==> src/design/regrt_pkg.sv <==
package regrt_pkg;

	localparam int DEF_SLOTS       = 16;
	localparam int DEF_COUNT_WIDTH = 16;

	typedef enum logic [1:0] {
		OP_REGISTER   = 2'd0,
		OP_UNREGISTER = 2'd1,
		OP_ACQUIRE    = 2'd2,
		OP_RELEASE    = 2'd3
	} op_t;

	typedef enum logic [1:0] {
		ST_OK        = 2'd0,
		ST_INVALID   = 2'd1,
		ST_FULL      = 2'd2,
		ST_REF_LIMIT = 2'd3
	} status_t;

	typedef enum logic [1:0] {
		BK_IDLE,
		BK_SCAN,
		BK_WAIT,
		BK_FINISH
	} back_state_t;

	// classified command word passed from front to back
	typedef struct packed {
		op_t         op;
		logic [63:0] addr;
		logic [63:0] lim;
		logic        bad;
		logic [3:0]  rs;
	} cmd_t;

	// result word towards the ports
	typedef struct packed {
		logic        done;
		status_t     status;
		logic        registered;
		logic [3:0]  handle;
		logic        drained;
	} result_t;

endpackage

==> src/design/regrt_front.sv <==
module regrt_front import regrt_pkg::*; #(
	parameter int SLOTS = DEF_SLOTS
) (
	input  logic        clk,
	input  logic        arst_n,
	input  logic        take,
	input  logic [1:0]  op,
	input  logic [63:0] addr,
	input  logic [63:0] length,
	input  logic [3:0]  release_slot,
	output logic        push,
	output cmd_t        cmd
);

	logic        v_s1;
	cmd_t        cmd_s1;
	logic [64:0] sum;
	logic        span_bad;
	logic        bad;

	// span check: zero address, zero length or end beyond 2^64 - 1
	assign sum      = {1'b0, addr} + {1'b0, length};
	assign span_bad = (addr == 64'd0) || (length == 64'd0) || sum[64];

	always_comb begin
		case (op_t'(op))
			OP_REGISTER:   bad = span_bad;
			OP_ACQUIRE:    bad = span_bad;
			OP_UNREGISTER: bad = (addr == 64'd0);
			OP_RELEASE:    bad = (32'(release_slot) >= 32'(SLOTS));
			default:       bad = 1'b1;
		endcase
	end

	// one classify stage
	always_ff @(posedge clk or negedge arst_n) begin
		if (!arst_n) begin
			v_s1 <= 1'b0;
		end else begin
			v_s1 <= take;
		end
	end

	always_ff @(posedge clk) begin
		if (take) begin
			cmd_s1.op   <= op_t'(op);
			cmd_s1.addr <= addr;
			cmd_s1.lim  <= sum[63:0];
			cmd_s1.bad  <= bad;
			cmd_s1.rs   <= release_slot;
		end
	end

	assign push = v_s1;
	assign cmd  = cmd_s1;

endmodule

==> src/design/regrt_queue.sv <==
module regrt_queue import regrt_pkg::*; (
	input  logic clk,
	input  logic arst_n,
	input  logic push,
	input  cmd_t wr_cmd,
	input  logic pop,
	output logic valid,
	output cmd_t rd_cmd
);

	cmd_t       slot_q [2];
	logic       wr_q;
	logic       rd_q;
	logic [1:0] fill_q;

	// two-word queue between front and back
	always_ff @(posedge clk or negedge arst_n) begin
		if (!arst_n) begin
			wr_q   <= 1'b0;
			rd_q   <= 1'b0;
			fill_q <= 2'd0;
		end else begin
			if (push) begin
				wr_q <= ~wr_q;
			end
			if (pop) begin
				rd_q <= ~rd_q;
			end
			fill_q <= fill_q + 2'(push) - 2'(pop);
		end
	end

	always_ff @(posedge clk) begin
		if (push) begin
			slot_q[wr_q] <= wr_cmd;
		end
	end

	assign valid  = (fill_q != 2'd0);
	assign rd_cmd = slot_q[rd_q];

endmodule

==> src/design/regrt_back.sv <==
module regrt_back import regrt_pkg::*; #(
	parameter int SLOTS       = DEF_SLOTS,
	parameter int COUNT_WIDTH = DEF_COUNT_WIDTH
) (
	input  logic    clk,
	input  logic    arst_n,
	input  logic    cmd_valid,
	input  cmd_t    cmd,
	output logic    cmd_pop,
	output logic    idle,
	output result_t res
);

	localparam int SW = (SLOTS > 1) ? $clog2(SLOTS) : 1;
	localparam logic [COUNT_WIDTH-1:0] CNT_MAX = {COUNT_WIDTH{1'b1}};
	localparam logic [COUNT_WIDTH-1:0] CNT_ONE = COUNT_WIDTH'(1);

	back_state_t state_q, state_d;
	logic [SW-1:0] idx_q;
	logic          last_idx;
	cmd_t          cur_q;

	// interval memories, read one entry a cycle
	logic [63:0] base_mem [SLOTS];
	logic [63:0] lim_mem  [SLOTS];

	// per-slot control state
	logic                   used_q    [SLOTS];
	logic                   closing_q [SLOTS];
	logic [COUNT_WIDTH-1:0] cnt_q     [SLOTS];

	// scan stage
	logic                   v_s1;
	logic [SW-1:0]          idx_s1;
	logic [63:0]            base_s1;
	logic [63:0]            lim_s1;
	logic                   used_s1;
	logic                   closing_s1;
	logic [COUNT_WIDTH-1:0] cnt_s1;

	// scan findings
	logic                   found_q;
	logic [SW-1:0]          hit_q;
	logic [COUNT_WIDTH-1:0] hit_cnt_q;
	logic                   hit_closing_q;
	logic                   clash_q;
	logic                   free_found_q;
	logic [SW-1:0]          free_q;

	logic    live_s1;
	logic    take_hit;
	result_t res_q;
	result_t fin;
	logic    do_alloc;
	logic    do_free;
	logic    do_close;
	logic    do_inc;
	logic    do_dec;

	assign last_idx = (idx_q == SW'(SLOTS - 1));

	// sequencer
	always_ff @(posedge clk or negedge arst_n) begin
		if (!arst_n) begin
			state_q <= BK_IDLE;
		end else begin
			state_q <= state_d;
		end
	end

	always_comb begin
		state_d = state_q;
		cmd_pop = 1'b0;
		case (state_q)
			BK_IDLE: begin
				if (cmd_valid) begin
					cmd_pop = 1'b1;
					state_d = BK_SCAN;
				end
			end
			BK_SCAN: begin
				if (last_idx) begin
					state_d = BK_WAIT;
				end
			end
			BK_WAIT:   state_d = BK_FINISH;
			BK_FINISH: state_d = BK_IDLE;
			default:   state_d = BK_IDLE;
		endcase
	end

	assign idle = (state_q == BK_IDLE);

	// registered read of one slot per cycle
	always_ff @(posedge clk) begin
		if (cmd_pop) begin
			cur_q <= cmd;
		end
		idx_s1     <= idx_q;
		base_s1    <= base_mem[idx_q];
		lim_s1     <= lim_mem[idx_q];
		used_s1    <= used_q[idx_q];
		closing_s1 <= closing_q[idx_q];
		cnt_s1     <= cnt_q[idx_q];
		if (do_alloc) begin
			base_mem[free_q] <= cur_q.addr;
			lim_mem[free_q]  <= cur_q.lim;
		end
	end

	// per-entry match for the current operation
	assign live_s1 = used_s1 && !closing_s1;
	always_comb begin
		take_hit = 1'b0;
		case (cur_q.op)
			OP_UNREGISTER: take_hit = live_s1 && (base_s1 == cur_q.addr) && !found_q;
			OP_ACQUIRE:    take_hit = live_s1 && (base_s1 <= cur_q.addr) &&
				(cur_q.lim <= lim_s1) && !found_q;
			OP_RELEASE:    take_hit = (idx_s1 == SW'(cur_q.rs)) && used_s1 && !cur_q.bad;
			default:       take_hit = 1'b0;
		endcase
	end

	// final decision
	always_comb begin
		fin      = '0;
		fin.done = 1'b1;
		do_alloc = 1'b0;
		do_free  = 1'b0;
		do_close = 1'b0;
		do_inc   = 1'b0;
		do_dec   = 1'b0;
		case (cur_q.op)
			OP_REGISTER: begin
				if (cur_q.bad || clash_q) begin
					fin.status = ST_INVALID;
				end else if (!free_found_q) begin
					fin.status = ST_FULL;
				end else begin
					do_alloc = 1'b1;
				end
			end
			OP_UNREGISTER: begin
				if (cur_q.bad || !found_q) begin
					fin.status = ST_INVALID;
				end else if (hit_cnt_q == '0) begin
					do_free     = 1'b1;
					fin.drained = 1'b1;
					fin.handle  = 4'(hit_q);
				end else begin
					do_close = 1'b1;
				end
			end
			OP_ACQUIRE: begin
				if (cur_q.bad) begin
					fin.status = ST_INVALID;
				end else if (found_q) begin
					if (hit_cnt_q == CNT_MAX) begin
						fin.status = ST_REF_LIMIT;
					end else begin
						do_inc         = 1'b1;
						fin.registered = 1'b1;
						fin.handle     = 4'(hit_q);
					end
				end
			end
			OP_RELEASE: begin
				if (cur_q.bad || !found_q) begin
					fin.status = ST_INVALID;
				end else if (hit_cnt_q != '0) begin
					if (hit_cnt_q == CNT_ONE && hit_closing_q) begin
						do_free     = 1'b1;
						fin.drained = 1'b1;
						fin.handle  = 4'(hit_q);
					end else begin
						do_dec = 1'b1;
					end
				end
			end
			default: fin.status = ST_INVALID;
		endcase
		if (state_q != BK_FINISH) begin
			fin      = '0;
			do_alloc = 1'b0;
			do_free  = 1'b0;
			do_close = 1'b0;
			do_inc   = 1'b0;
			do_dec   = 1'b0;
		end
	end

	// scan bookkeeping, slot state and result register
	always_ff @(posedge clk or negedge arst_n) begin
		if (!arst_n) begin
			idx_q         <= '0;
			v_s1          <= 1'b0;
			found_q       <= 1'b0;
			hit_q         <= '0;
			hit_cnt_q     <= '0;
			hit_closing_q <= 1'b0;
			clash_q       <= 1'b0;
			free_found_q  <= 1'b0;
			free_q        <= '0;
			res_q         <= '0;
			for (int i = 0; i < SLOTS; i++) begin
				used_q[i]    <= 1'b0;
				closing_q[i] <= 1'b0;
				cnt_q[i]     <= '0;
			end
		end else begin
			v_s1  <= (state_q == BK_SCAN);
			res_q <= fin;
			if (cmd_pop) begin
				idx_q        <= '0;
				found_q      <= 1'b0;
				clash_q      <= 1'b0;
				free_found_q <= 1'b0;
			end else if (state_q == BK_SCAN && !last_idx) begin
				idx_q <= idx_q + SW'(1);
			end
			if (v_s1) begin
				if (take_hit) begin
					found_q       <= 1'b1;
					hit_q         <= idx_s1;
					hit_cnt_q     <= cnt_s1;
					hit_closing_q <= closing_s1;
				end
				if (live_s1 && (base_s1 < cur_q.lim) && (lim_s1 > cur_q.addr)) begin
					clash_q <= 1'b1;
				end
				if (!used_s1 && !free_found_q) begin
					free_found_q <= 1'b1;
					free_q       <= idx_s1;
				end
			end
			if (do_alloc) begin
				used_q[free_q]    <= 1'b1;
				closing_q[free_q] <= 1'b0;
				cnt_q[free_q]     <= '0;
			end
			if (do_free) begin
				used_q[hit_q]    <= 1'b0;
				closing_q[hit_q] <= 1'b0;
				cnt_q[hit_q]     <= '0;
			end
			if (do_close) begin
				closing_q[hit_q] <= 1'b1;
			end
			if (do_inc) begin
				cnt_q[hit_q] <= hit_cnt_q + CNT_ONE;
			end
			if (do_dec) begin
				cnt_q[hit_q] <= hit_cnt_q - CNT_ONE;
			end
		end
	end

	assign res = res_q;

endmodule

==> src/design/region_registration_table.sv <==
// channel   | ports                                   | handshake
// command   | op, addr, length, release_slot          | taken when start && !busy
// result    | status, registered, handle, drained     | one cycle, marked by done
//
// each word goes from start to done through the front stage, the queue and the
// back part, which reads one slot per cycle from the interval memory, then decides.
// busy stays high from the accepted word until its result is on the ports;
// the next word may be started in the cycle that shows the result.
// reset clears slot usage, closing marks and counts at once; no clearing pass.
// the receiver cannot stall, so done is never held.
module region_registration_table import regrt_pkg::*; #(
	parameter int SLOTS       = DEF_SLOTS,
	parameter int COUNT_WIDTH = DEF_COUNT_WIDTH
) (
	input  logic        clk,
	input  logic        arst_n,
	input  logic        start,
	output logic        busy,
	input  logic [1:0]  op,
	input  logic [63:0] addr,
	input  logic [63:0] length,
	input  logic [3:0]  release_slot,
	output logic        done,
	output logic [1:0]  status,
	output logic        registered,
	output logic [3:0]  handle,
	output logic        drained
);

	logic    take;
	logic    push;
	cmd_t    front_cmd;
	logic    q_valid;
	cmd_t    q_cmd;
	logic    pop;
	logic    back_idle;
	result_t res;

	assign take = start && !busy;
	assign busy = push || q_valid || !back_idle;

	// front: span checks and classification
	regrt_front #(.SLOTS(SLOTS)) u_front (
		.clk          (clk),
		.arst_n       (arst_n),
		.take         (take),
		.op           (op),
		.addr         (addr),
		.length       (length),
		.release_slot (release_slot),
		.push         (push),
		.cmd          (front_cmd)
	);

	// short queue between the two halves
	regrt_queue u_queue (
		.clk    (clk),
		.arst_n (arst_n),
		.push   (push),
		.wr_cmd (front_cmd),
		.pop    (pop),
		.valid  (q_valid),
		.rd_cmd (q_cmd)
	);

	// back: table scan and update
	regrt_back #(.SLOTS(SLOTS), .COUNT_WIDTH(COUNT_WIDTH)) u_back (
		.clk       (clk),
		.arst_n    (arst_n),
		.cmd_valid (q_valid),
		.cmd       (q_cmd),
		.cmd_pop   (pop),
		.idle      (back_idle),
		.res       (res)
	);

	assign done       = res.done;
	assign status     = res.status;
	assign registered = res.registered;
	assign handle     = res.handle;
	assign drained    = res.drained;

	// checks
	a_one_flag: assert property (@(posedge clk) disable iff (!arst_n)
		done |-> !(registered && drained)) else $error("registered and drained together");
	a_err_clean: assert property (@(posedge clk) disable iff (!arst_n)
		(done && status != ST_OK) |-> (!registered && !drained))
		else $error("error result carries flags");
	a_busy_after: assert property (@(posedge clk) disable iff (!arst_n)
		take |=> busy) else $error("busy not raised after accepted word");
	a_quiet: assert property (@(posedge clk) disable iff (!arst_n)
		!done |-> (!registered && !drained)) else $error("flags without done");

endmodule
==> config.mk <==
export PLATFORM = sky130hd
export DESIGN_NAME = region_registration_table
export DESIGN_NICKNAME = d
export VERILOG_FILES = /design/src/design/regrt_pkg.sv /design/src/design/regrt_front.sv /design/src/design/regrt_queue.sv /design/src/design/regrt_back.sv /design/src/design/region_registration_table.sv
export SDC_FILE = /design/constraint.sdc
export NUM_CORES = 2
export LEC_CHECK = 0
export BUFFER_PORTS_ARGS = -buffer_cell sky130_fd_sc_hd__buf_2
export CAP_MARGIN = 20
export CELL_PAD_IN_SITES_DETAIL_PLACEMENT = 2
export CELL_PAD_IN_SITES_GLOBAL_PLACEMENT = 2
export CORE_MARGIN = 1
export CORE_UTILIZATION = 45
export CTS_CLUSTER_SIZE = 40
export DETAILED_ROUTE_END_ITERATION = 7
export PLACE_DENSITY = 0.77
export SYNTH_ARGS = -nofsm -noshare
export SYNTH_HDL_FRONTEND = slang
export SYNTH_SLANG_ARGS = --single-unit
==> constraint.sdc <==
create_clock -name clk -period 14.8 [get_ports clk]
set_input_delay 2.96 -clock clk [delete_from_list [all_inputs] [get_ports clk]]
set_output_delay 2.96 -clock clk [all_outputs]
set_load 0.1 [all_outputs]
==> impl_metrics.yaml <==
cells_and_area:
  n_fill_cell: 24250
  regArea_um2: 89200
  final_util_pct: 51.3
  final_nets: 7401
  syn2layout_area_growth_pct: 13.1
  final_common_cell: "edfxtp_1"
  multiInputGateArea_um2: 34400
  final_cell_mix: "2588 x edfxtp_1, 730 x mux4_2, 335 x clkbuf_16"
  drive_above_1_share_pct: 24.6
pwr:
  power_density_nw_per_um2: 186
  p_leak_nw: 48.4
  vdd_drop_max_v: 0.000169
timing:
  setup_tns_ps: 0
  timing.final.crit_share_pct: 44.7
  slew_headroom_pct: -0.0699
  fin_ws_ps: 8180
  hold_viol: 0
  fin_skew_ps: 63.8
  fin_crit_ps: 6620
  maxSlewViolCount: 3
  rsz0062_at_grt: "no"
  max_freq_mhz: 151
  setup_viol: 0
  worst_slew_pin_slew_ps: 1500
global_routing:
  gr-usage-all-layers_pct: 34.6
  grt_pass1_vias: 81303
  overflow: 0
  antenna_found_initial: 41
  grt_max_degree: 146
  busiest_layer: "met2"
  grt_pass1_wl_mm: 673
  grtUsageMet3_pct: 6.95
  use_met1_pct: 42.3
  use_met2_pct: 57.1
synthesis:
  ys_seq_area_share_pct: 70.9
  synth.avg_cell_area_um2: 18.9
  synth_nets: 7139
  ys_seq_elements: 3075
  synthCells: 6667
  synth_top_area_share_pct: 61.8
  ys_top_cells_by_area: "edfxtp_1 62%, mux4_2 13%, dfrtp_1 6.7%, ha_1 3.3%, dfxtp_1 2.4%"
  synth-edff-count: 2588
  yosysUniqueCellTypes: 85
  async_reset_ff_share_pct: 11.0
  yosysTopAreaCell: "edfxtp_1"
  ys.flop_type: "edfxtp_1"
  yosysWarnings: 0
  synthesis.area_um2: 126000
placement:
  place_ws_ps: 7120
  port_buffers: 146
  dp_hpwl_mm: 272
  globalplace.congestion: 0.899
critical_path:
  crit_chain: "buf_2 > ha_1 > nand4_1 > or3_1 > or4_1 > o211ai_1 > o31ai_1 > a31oi_1 > o221ai_1 > or4b_1 > nand4_1"
  critPathLaunchType: "input port"
  path_common_cell: "nand4_1"
  crit_type: "in2reg"
  cp_data_arrival_time_ps: 7370
  endpoint_kind: "flop"
  cpMaxStageDelayCell: "a31oi_1"
  path_max_fanout: 7
  required_ps: 15550
  cp_top_family: "simple AND/OR/NAND/NOR gates"
  critical_path.max_stage_delay_ps: 740
  critPathBufInv: 1
cts:
  cts-root-buf: "clkbuf_16"
  ctsResizeCount: 0
  clkSlewWorstSetupHoldPaths_ps: 60
  post_cts_buffers: 0
  numCtsBuffers: 329
  cts-hold-fix-buffers: 0
  clkLatencyLatePin_ps: 950
  htree_levels: 5
  cts_tree: "done"
  clock_path_buffers: 4
  clock_sinks: 3075
routing:
  drc: 0
  routed_via_density: 6.93
  wirelength_mm: 488
  drt_first_pass_iters: 6
  avgRoutedWirePerCell_um: 44.7
  vias: 75757
  initialDrtViolationCount: 10388
  ant_nets: 0
floorplanning:
  io_pins: 147
  core_area_um2: 277000
  fp.dieH_um: 530
  chipWidth_um: 530
  rows: 193
  die-area_um2: 281000
  start_util_pct: 45.3
outcome:
  status: "finished with violations"
  violations: "max-slew violations"
flow_run:
  drv_cap: 0
hold_path:
  hold_class: "reg2reg"
-- metrics by stage --
stage	hold slack [ps]	instance area [um^2]	std cells	power, mW
floorplan	345	126000	6667	14.8
global placement	422	131000	10286	16.5
detailed placement	432	131000	10293	17.3
CTS	456	142000	10900	26.3
global route	463	142000	10920	26.9
finish	448	142000	10933	26.5
-- path summary, 6_finish.rpt --
path / from / to / slack, ps / cells past startpoint
hold reg to reg: u_front.cmd[0] / u_queue.slot_q[1][0] / 450 / 0
setup / recovery: addr[24] / u_front.cmd[50] / 8180 / 11
min in group asynchronous: arst_n / u_back.cnt_q[28] / 2100 / 1
hold / removal: u_front.cmd[0] / u_queue.slot_q[1][0] / 450 / 0
setup reg to reg: u_back.cur_q[128] / u_back.clash_q / 9130 / 11
max in group asynchronous: arst_n / u_back.idx_q[1] / 10810 / 2
-- metal layers --
metal | up-vias | part of all wire [%]
met2 | 5394 | 49
li1 | 27919 | -
met5 | - | 0.049
met1 | 40934 | 36
met4 | 36 | 6.3
met3 | 1474 | 8.7
-- flip-flops by register name (all words and copies together), names as in the netlist, 64 cells and up --
signal           flops
u_back.base_mem   1024
u_back.base_s1      64
u_back.cnt_q       256
u_back.cur_q       135
u_back.lim_mem    1024
u_back.lim_s1       64
u_front.cmd        135
u_queue.slot_q     270
-- power by group --
group	internal, mW	total [mW]	leakage, nW	switching, mW
sequential	10.6	11.8	29.2	1.25
clock	4.91	8.83	5.37	3.92
combinational	2.42	5.87	13.8	3.44
-- cell families (layout without fill, tap and decap cells) --
family,after synthesis,in the layout,synth area share [%]
AO/OA/AOI/OAI,840,840,5.09
XOR/XNOR,92,92,0.641
adder cells (fa/ha/maj),335,335,3.34
buffers and inverters,593,1131,1.89
flip-flops,3075,3075,70.9
multiplexers,892,892,14.5
other,0,23,0
AND/OR/NAND/NOR,840,840,3.57
-- cells in the mapped netlist (28+ instances only) --
library cell	number
mux4_2	730
clkbuf_1	236
o21ai_0	72
a31oi_1	31
nand4_1	82
nand2_1	141
dfrtp_1	337
xnor2_1	67
dfxtp_1	150
a21oi_1	196
nor3b_1	102
edfxtp_1	2588
nor3_1	164
a21o_1	102
ha_1	334
nor2_1	155
inv_1	252
nor4_1	48
o211ai_1	28
a221o_1	226
nand3_1	48
buf_1	71
mux2_2	160
-- layout make-up --
type	count	area share [%]
diodes	23	0.0405
clock buffers	439	6.41
clock inverters	168	1.27
inverters	252	0.750
multi-input cells	2999	24.2
flip-flops and latches	3075	62.7
well taps	3705	3.26
repair buffers	272	1.30
Note: power is estimated with default switching activity, not from simulation.
